==> src/hw/rtl/arh_pkg.sv <==
// arh_pkg: shared constants for the arrowhead endpoint pipeline.
// No dependencies; imported by arh_cordic_stage and arrowhead_endpoints.
package arh_pkg;

    localparam int LEN_W          = 6;
    localparam int OUT_W          = 12;
    localparam int PRESCALE_BITS  = 24;
    localparam int FRAC_BITS      = 16;
    localparam int ROUND_SHIFT    = 32;
    localparam int HALF_SHIFT     = 15;

    // barb vector width: head_length in Q16 with CORDIC gain headroom
    localparam int UW = LEN_W + FRAC_BITS + 3;

    localparam logic [FRAC_BITS-1:0] INV_GAIN_Q16   = 16'd39797;
    localparam logic signed [17:0]   HALF_SQRT3_Q16 = 18'sd56756;

    localparam int ADDR_W = 4;
    localparam int DATA_W = 32;

    localparam logic [1:0] REG_ORIGIN_X    = 2'd0;
    localparam logic [1:0] REG_ORIGIN_Y    = 2'd1;
    localparam logic [1:0] REG_HEAD_LENGTH = 2'd2;

    localparam logic [LEN_W-1:0] HEAD_LENGTH_RST = 6'd8;

endpackage

==> src/hw/rtl/arh_cordic_stage.sv <==
// arh_cordic_stage: one registered CORDIC micro-rotation with valid/ready.
// Vectoring on (x, y) steers the matching rotation of the barb vector (u, v).
// Depends on arh_pkg.
module arh_cordic_stage #(
    parameter int XW    = 37,
    parameter int SIDEW = 21,
    parameter int SHIFT = 0
) (
    input  logic                   i_clk,
    input  logic                   i_rst_n,
    input  logic                   i_valid,
    output logic                   o_ready,
    input  logic                   i_skip,
    input  logic signed [XW-1:0]   i_x,
    input  logic signed [XW-1:0]   i_y,
    input  logic signed [arh_pkg::UW-1:0] i_u,
    input  logic signed [arh_pkg::UW-1:0] i_v,
    input  logic [SIDEW-1:0]       i_side,
    output logic                   o_valid,
    input  logic                   i_ready,
    output logic                   o_skip,
    output logic signed [XW-1:0]   o_x,
    output logic signed [XW-1:0]   o_y,
    output logic signed [arh_pkg::UW-1:0] o_u,
    output logic signed [arh_pkg::UW-1:0] o_v,
    output logic [SIDEW-1:0]       o_side
);
    import arh_pkg::*;

    logic                 r_valid;
    logic                 r_skip;
    logic signed [XW-1:0] r_x, r_y;
    logic signed [UW-1:0] r_u, r_v;
    logic [SIDEW-1:0]     r_side;

    logic signed [XW-1:0] n_x, n_y;
    logic signed [UW-1:0] n_u, n_v;

    assign o_ready = !r_valid || i_ready;

    always_comb begin
        if (i_skip) begin
            n_x = i_x;
            n_y = i_y;
            n_u = i_u;
            n_v = i_v;
        end else if (i_y >= 0) begin
            n_x = i_x + (i_y >>> SHIFT);
            n_y = i_y - (i_x >>> SHIFT);
            n_u = i_u - (i_v >>> SHIFT);
            n_v = i_v + (i_u >>> SHIFT);
        end else begin
            n_x = i_x - (i_y >>> SHIFT);
            n_y = i_y + (i_x >>> SHIFT);
            n_u = i_u + (i_v >>> SHIFT);
            n_v = i_v - (i_u >>> SHIFT);
        end
    end

    always_ff @(posedge i_clk) begin
        if (!i_rst_n) begin
            r_valid <= 1'b0;
        end else if (o_ready) begin
            r_valid <= i_valid;
        end
    end

    always_ff @(posedge i_clk) begin
        if (i_valid && o_ready) begin
            r_skip <= i_skip;
            r_x    <= n_x;
            r_y    <= n_y;
            r_u    <= n_u;
            r_v    <= n_v;
            r_side <= i_side;
        end
    end

    assign o_valid = r_valid;
    assign o_skip  = r_skip;
    assign o_x     = r_x;
    assign o_y     = r_y;
    assign o_u     = r_u;
    assign o_v     = r_v;
    assign o_side  = r_side;

endmodule

==> config.mk <==
export PLATFORM = sky130hd
export DESIGN_NAME = arh_cordic_stage
export DESIGN_NICKNAME = d
export VERILOG_FILES = /design/src/hw/rtl/arh_pkg.sv /design/src/hw/rtl/arh_cordic_stage.sv
export SDC_FILE = /design/constraint.sdc
export NUM_CORES = 1
export LEC_CHECK = 0
export BUFFER_PORTS_ARGS = -buffer_cell sky130_fd_sc_hd__buf_2
export CAP_MARGIN = 20
export CORE_MARGIN = 2
export CORE_UTILIZATION = 55
export CTS_CLUSTER_SIZE = 16
export DETAILED_ROUTE_END_ITERATION = 8
export GPL_TIMING_DRIVEN = 0
export PLACE_DENSITY = 0.79
export RECOVER_POWER = 100
export SLEW_MARGIN = 10
export SYNTH_ARGS = -nofsm -noshare
export SYNTH_HDL_FRONTEND = slang
export SYNTH_SLANG_ARGS = --single-unit
==> constraint.sdc <==
create_clock -name i_clk -period 5.6 [get_ports i_clk]
set_clock_uncertainty 0.1 [all_clocks]
set_input_delay 1.12 -clock i_clk [delete_from_list [all_inputs] [get_ports i_clk]]
set_output_delay 1.12 -clock i_clk [all_outputs]
set_load 0.01 [all_outputs]
After elaboration in Yosys (flattened, before gate mapping). Cells that the tools add are included.

Register bits after elaboration: 147. Bits of input ports: 150. Output and inout bits: 148. Word-level logic and storage cells: 25.

Add/subtract/negate cells: 6. Magnitude comparators: 1. Multiplexer cells: 8. Reductions and logical operators: 3.

Operators by type and width (number): 2-to-1 mux 37 bit (4); 2-to-1 mux 25 bit (4); subtractor 37 bit (2); subtractor 25 bit (2); adder 37 bit (1); greater-or-equal comparator 37 x 1 -> 1 bit, second input constant (1); adder 25 bit (1); logical AND 1 bit (1); zero test 1 bit (1); logical OR 1 bit (1).

Longest topological paths before layout.
Word-level depth: 3. Depth in mapped cells: 13. Mapped depth without buffers: 12.

Worst setup path before layout. Ideal clock, no wire load.

Path kind: input-to-reg. From: input i_ready. To: register r_side[0], in the netlist o_side[0], enable pin. Setup time: 524 ps. Arrival: 4679 ps. Data required time: 4976 ps. Path slack: 297 ps. Cell stages on the path: 2. Path buffers: 0. Cell sequence: nand2b_1 > and2_1.

Longest elaborated chain between the ends: 2.

Ends and longest elaborated chain: from (decl) (RTL line arh_cordic_stage.sv:20) `input logic i_ready,`; logical OR 1 bit (RTL line arh_cordic_stage.sv:39) `assign o_ready = !r_valid || i_ready;`; logical AND 1 bit (RTL line arh_cordic_stage.sv:69) `if (i_valid && o_ready) begin`; to (signal assigned) (RTL line arh_cordic_stage.sv:75) `r_side <= i_side;`; to (decl) (RTL line arh_cordic_stage.sv:34) `logic [SIDEW-1:0] r_side;`.

Every way passes these cells. A chain may end at the register's enable or synchronous reset.

Final worst setup path.
From: input i_x[15]. To: register r_x[28], in the netlist o_x[28] (data pin).

Longest elaborated chain between the ends: 3. Elaborated cells on any way between the ends: 4. Those cells by class: add/sub (2); mux (2).

Ends and longest elaborated chain: from (decl) (RTL line arh_cordic_stage.sv:14) `input logic signed [XW-1:0] i_x,`; subtractor 37 bit / adder 37 bit (equally long branches) (RTL line arh_cordic_stage.sv:53, arh_cordic_stage.sv:48); 2-to-1 mux 37 bit (*) (RTL line arh_cordic_stage.sv:47) `end else if (i_y >= 0) begin`; 2-to-1 mux 37 bit (*) (RTL line arh_cordic_stage.sv:42) `if (i_skip) begin`; net n_x[28] (RTL line arh_cordic_stage.sv:36) `logic signed [XW-1:0] n_x, n_y;`; to (signal assigned) (RTL line arh_cordic_stage.sv:71) `r_x <= n_x;`; to (decl) (RTL line arh_cordic_stage.sv:32) `logic signed [XW-1:0] r_x, r_y;`.

Mark *: on every way through the listed nets, which the timed path passes. The rest lies on a longest branch.

==> run summary <==
The run finished, with violations left. The checks that failed: max-capacitance violations, max-slew violations. Across all layers, the routed design uses between 15000 and 20000 vias.

The worst setup path is launched from a primary input. Yosys mapped a number of flops with a built-in enable equal to 146. Once detailed placement completed, the half-perimeter wirelength came to 50.7 mm.

In this run the clock root is driven by a sky130_fd_sc_hd__clkbuf_16. The leakage power summed over all cells came out at approximately 8.1 nW. Measured on the finished design, the core utilization comes to 63.9%. The number of gates resized after CTS was 0. The register clock-pin slew on the reported worst setup and hold paths is around 70 ps. TritonCTS built the clock tree. The floorplan row count is 63. The clock drives between 100 and 150 sinks. Counting flops with an async set or reset pin after synthesis yields a share of 0%. Summing all non-filler instances in the final layout gives an area of approximately 19000 µm². Measured along the x axis, the die boundary spans between 150 and 200 µm. The register area is between 4000 and 5000 µm². The filler cell count is approximately 2700.

The number of buffers on the longest clock path came out at 2. The number of H-tree branching levels is 4. The wire length of the first global-routing pass is between 90 and 100 mm. The weighted congestion reported at the end of routability-driven placement came out at about 1.0. The vertical extent of the die came out at around 180 µm.

Max-cap violations in this run came to 1. The TritonCTS buffer count is 17. The count of final hold-check violations came out at 0.

The relative slew slack came out at -158%. The standard cell area after detailed placement came out at roughly 18000 µm². The number of primary I/O pins came out at 298.

The most used flip-flop cell after synthesis is sky130_fd_sc_hd__edfxtp_1. Counting distinct cell types in the post-synthesis netlist gives 79. The count of input and output buffers came out at a little under 300.

The total internal power came out at approximately 2.6 mW. The clock latency of the later-clocked register in the worst-skew pair came out at about 450 ps. The number of nets in the layout came out at 2680. The worst setup path is captured at a register.

The mean area per synthesized cell is about 8.1 µm². The detail-routed net length per standard cell is about 24 µm. The clock network fraction of total power is between 20% and 30%. The number of antenna violations at the first check in global routing is 6. The area of the mapped netlist came out at 16400 µm². The worst path in the final design needs a cycle of ~5000 ps, including I/O delays and setup. The number of setup buffers added after CTS is 0.

The number of slew-limit violations in the final report came out at 53. The leading area contributor after synthesis is sky130_fd_sc_hd__edfxtp_1. The via count of the first global-routing pass came to between 15000 and 20000. The floorplan die area came out at around 31000 µm². Combinational cells account for 40.1% of the total power. After synthesis, the cell types taking the most area are sky130_fd_sc_hd__edfxtp_1 27%, sky130_fd_sc_hd__ha_1 14%, sky130_fd_sc_hd__a21oi_1 7.0%, sky130_fd_sc_hd__xnor2_1 5.1%, sky130_fd_sc_hd__o21ai_0 4.5%. By instance count, the leading cell after synthesis is sky130_fd_sc_hd__a21oi_1. The upper clock frequency limit came out at roughly 0.2 GHz. The number of failing setup endpoints in the final timing report came out at 0.

Of the cells placed in the final design, the portion with a size suffix greater than 1 is 9.45%. The worst IR drop on VDD is between 0.15 and 0.2 mV. The largest fanout on the critical path is 10. Sequential cells burn a little under a third of the power. Synthesis produced approximately 2000 cells.

The quantity of hold-fixing buffers added after cts is 0. Power spread over the standard cell area amounts to approximately 230 nW/µm². The top cell type's share of synthesized area is 26.7%.

The power spent charging and discharging nets came out at ~1.7 mW. The post-synthesis sequential area ratio is 26.9%. The via density per instance came out at 6.47.

The area inside the core boundary is about 30000 µm². Entering global routing, the biggest net connects between 50 and 60 pins. The switching fraction of total power is between 30% and 40%. The hold slack is approximately 440 ps.

The critical path class is in -> reg. The filler-free cell count of the finished design came out at 2745. The worst path required time came out at about 5700 ps. The detailed-route DRC error count is 0. The detailed-routing iteration count for the pre-antenna-repair pass is 8. Global routing used approximately two fifths of the available tracks across all layers.

The data arrival time at the worst-slack endpoint is just over 5000 ps. The number of nets in the synthesized netlist is roughly 2400. The worst hold path belongs to the class reg -> reg. The synthesis-stage register bit count is between 100 and 150. The multi-input logic area is roughly 11000 µm².

Of the available clock period, the critical path in the final layout requires between 80% and 90%. The count of nets left with antenna violations once routing finished came out at 0. The worst-margin pin slew is just under 4000 ps. Global routing finished with a remaining overflow of 0.

The total number of yosys warnings came out at 0. The wire length after detailed routing is roughly 66 mm. By count the netlist is led by 228 x sky130_fd_sc_hd__a21oi_1, 187 x sky130_fd_sc_hd__ha_1, 179 x sky130_fd_sc_hd__inv_1. The placed cell count is 2706. The violation count after the first detailed-route iteration is 2709. Setup repair after global routing left no endpoint under its margin. For this configuration, the core starts out at a cell density of 55.6%. The area added between synthesis and finish came out at 15.0%.
-- metrics by stage --
stage               setup slack [ps]  setup TNS (ps)  total power [mW]
finish                           576               0              4.37
global route                     476               0              4.54
CTS                              827               0              4.32
global placement                -896         -128440              3.09
floorplan                        297               0              2.52
detailed placement               362               0              3.11
-- cell families after synthesis --
family                   after synthesis  share of synthesized area [%]
adder cells (fa/ha/maj)              193                           15.0
AO/OA/AOI/OAI                        700                           27.3
multiplexers                          57                           3.53
buffers and inverters                298                           6.99
flip-flops                           147                           26.9
XOR/XNOR                             103                           5.50
AND/OR/NAND/NOR                      517                           14.8
-- worst paths after layout --
| kind | slack, ps | to | depth (start not counted) | start |
|---|---|---|---|---|
| worst min register to register | 440 | o_valid | 2 | o_valid |
| worst max-delay path | 580 | o_x[28] | 13 | i_x[15] |
| worst max register to register | 1670 | o_x[33] | 3 | o_valid |
| worst min-delay path | 440 | o_valid | 2 | o_valid |
-- final cells by class --
cell class	instances	area share, %
multi-input combinational	1570	57.4
sequential	147	23.4
timing repair buffer	303	7.32
inverter	189	3.76
tap	390	2.59
buffer	109	2.29
clock buffer	17	2.26
clock inverter	15	0.896
antenna	5	0.0664
-- worst max-delay path, stage by stage --
cell                        delay (ps)
sky130_fd_sc_hd__clkbuf_1          160
sky130_fd_sc_hd__inv_1              70
sky130_fd_sc_hd__ha_1              370
sky130_fd_sc_hd__clkbuf_1          280
sky130_fd_sc_hd__inv_1             170
sky130_fd_sc_hd__a21oi_1            80
sky130_fd_sc_hd__o311ai_0          950
sky130_fd_sc_hd__inv_1             240
sky130_fd_sc_hd__a21o_1            260
sky130_fd_sc_hd__a2111oi_0         920
sky130_fd_sc_hd__a211oi_1          160
sky130_fd_sc_hd__xnor2_1           200
sky130_fd_sc_hd__o21ai_0            90
-- placed cells by master (no fill, tap or decap), types with 8 or more instances in the layout --
cell and n:
sky130_fd_sc_hd__mux2i_1 51, sky130_fd_sc_hd__xor2_1 8, sky130_fd_sc_hd__o211ai_1 24, sky130_fd_sc_hd__inv_1 179
sky130_fd_sc_hd__o21ai_0 154, sky130_fd_sc_hd__and3_1 11, sky130_fd_sc_hd__clkbuf_16 17, sky130_fd_sc_hd__o21bai_1 42
sky130_fd_sc_hd__nor3_1 58, sky130_fd_sc_hd__a221oi_1 9, sky130_fd_sc_hd__a21oi_1 229, sky130_fd_sc_hd__nand2_1 128
sky130_fd_sc_hd__buf_1 14, sky130_fd_sc_hd__clkinv_1 8, sky130_fd_sc_hd__clkbuf_1 242, sky130_fd_sc_hd__edfxtp_1 146
sky130_fd_sc_hd__a211oi_1 27, sky130_fd_sc_hd__ha_1 187, sky130_fd_sc_hd__buf_2 149, sky130_fd_sc_hd__or3_1 9
sky130_fd_sc_hd__a21o_1 44, sky130_fd_sc_hd__nand2b_1 22, sky130_fd_sc_hd__nand4_1 24, sky130_fd_sc_hd__a2111oi_0 12
sky130_fd_sc_hd__a31oi_1 24, sky130_fd_sc_hd__nor4_1 8, sky130_fd_sc_hd__nand3_1 23, sky130_fd_sc_hd__xnor2_1 95
sky130_fd_sc_hd__nor2b_1 26, sky130_fd_sc_hd__o31ai_1 22, sky130_fd_sc_hd__o21a_1 12, sky130_fd_sc_hd__nor2_1 171
-- metal layers --
| layer | routed length [µm] | global-route usage, % | up-vias |
|---|---|---|---|
| met5 | 14 | 0 | - |
| met4 | 4420 | 23.9 | 2 |
| met3 | 7200 | 7.82 | 300 |
| met2 | 28900 | 65.7 | 1229 |
| met1 | 25600 | 53.2 | 8318 |
| li1 | - | - | 7917 |
-- sequential cells by signal, indices dropped and copies added (netlist names) --
register and count:
o_v 25, o_x 37, o_y 37, o_skip 1
o_side 21, o_u 25, o_valid 1
-- power groups by stage --
stage	logic (mW)	clock network [mW]	registers, mW
floorplan	1.05	0	1.47
global placement	1.68	0	1.42
detailed placement	1.71	0	1.41
CTS	1.72	1.22	1.38
global route	1.88	1.26	1.40
finish	1.75	1.23	1.39
No activity file was read; power rests on OpenSTA's default activity.
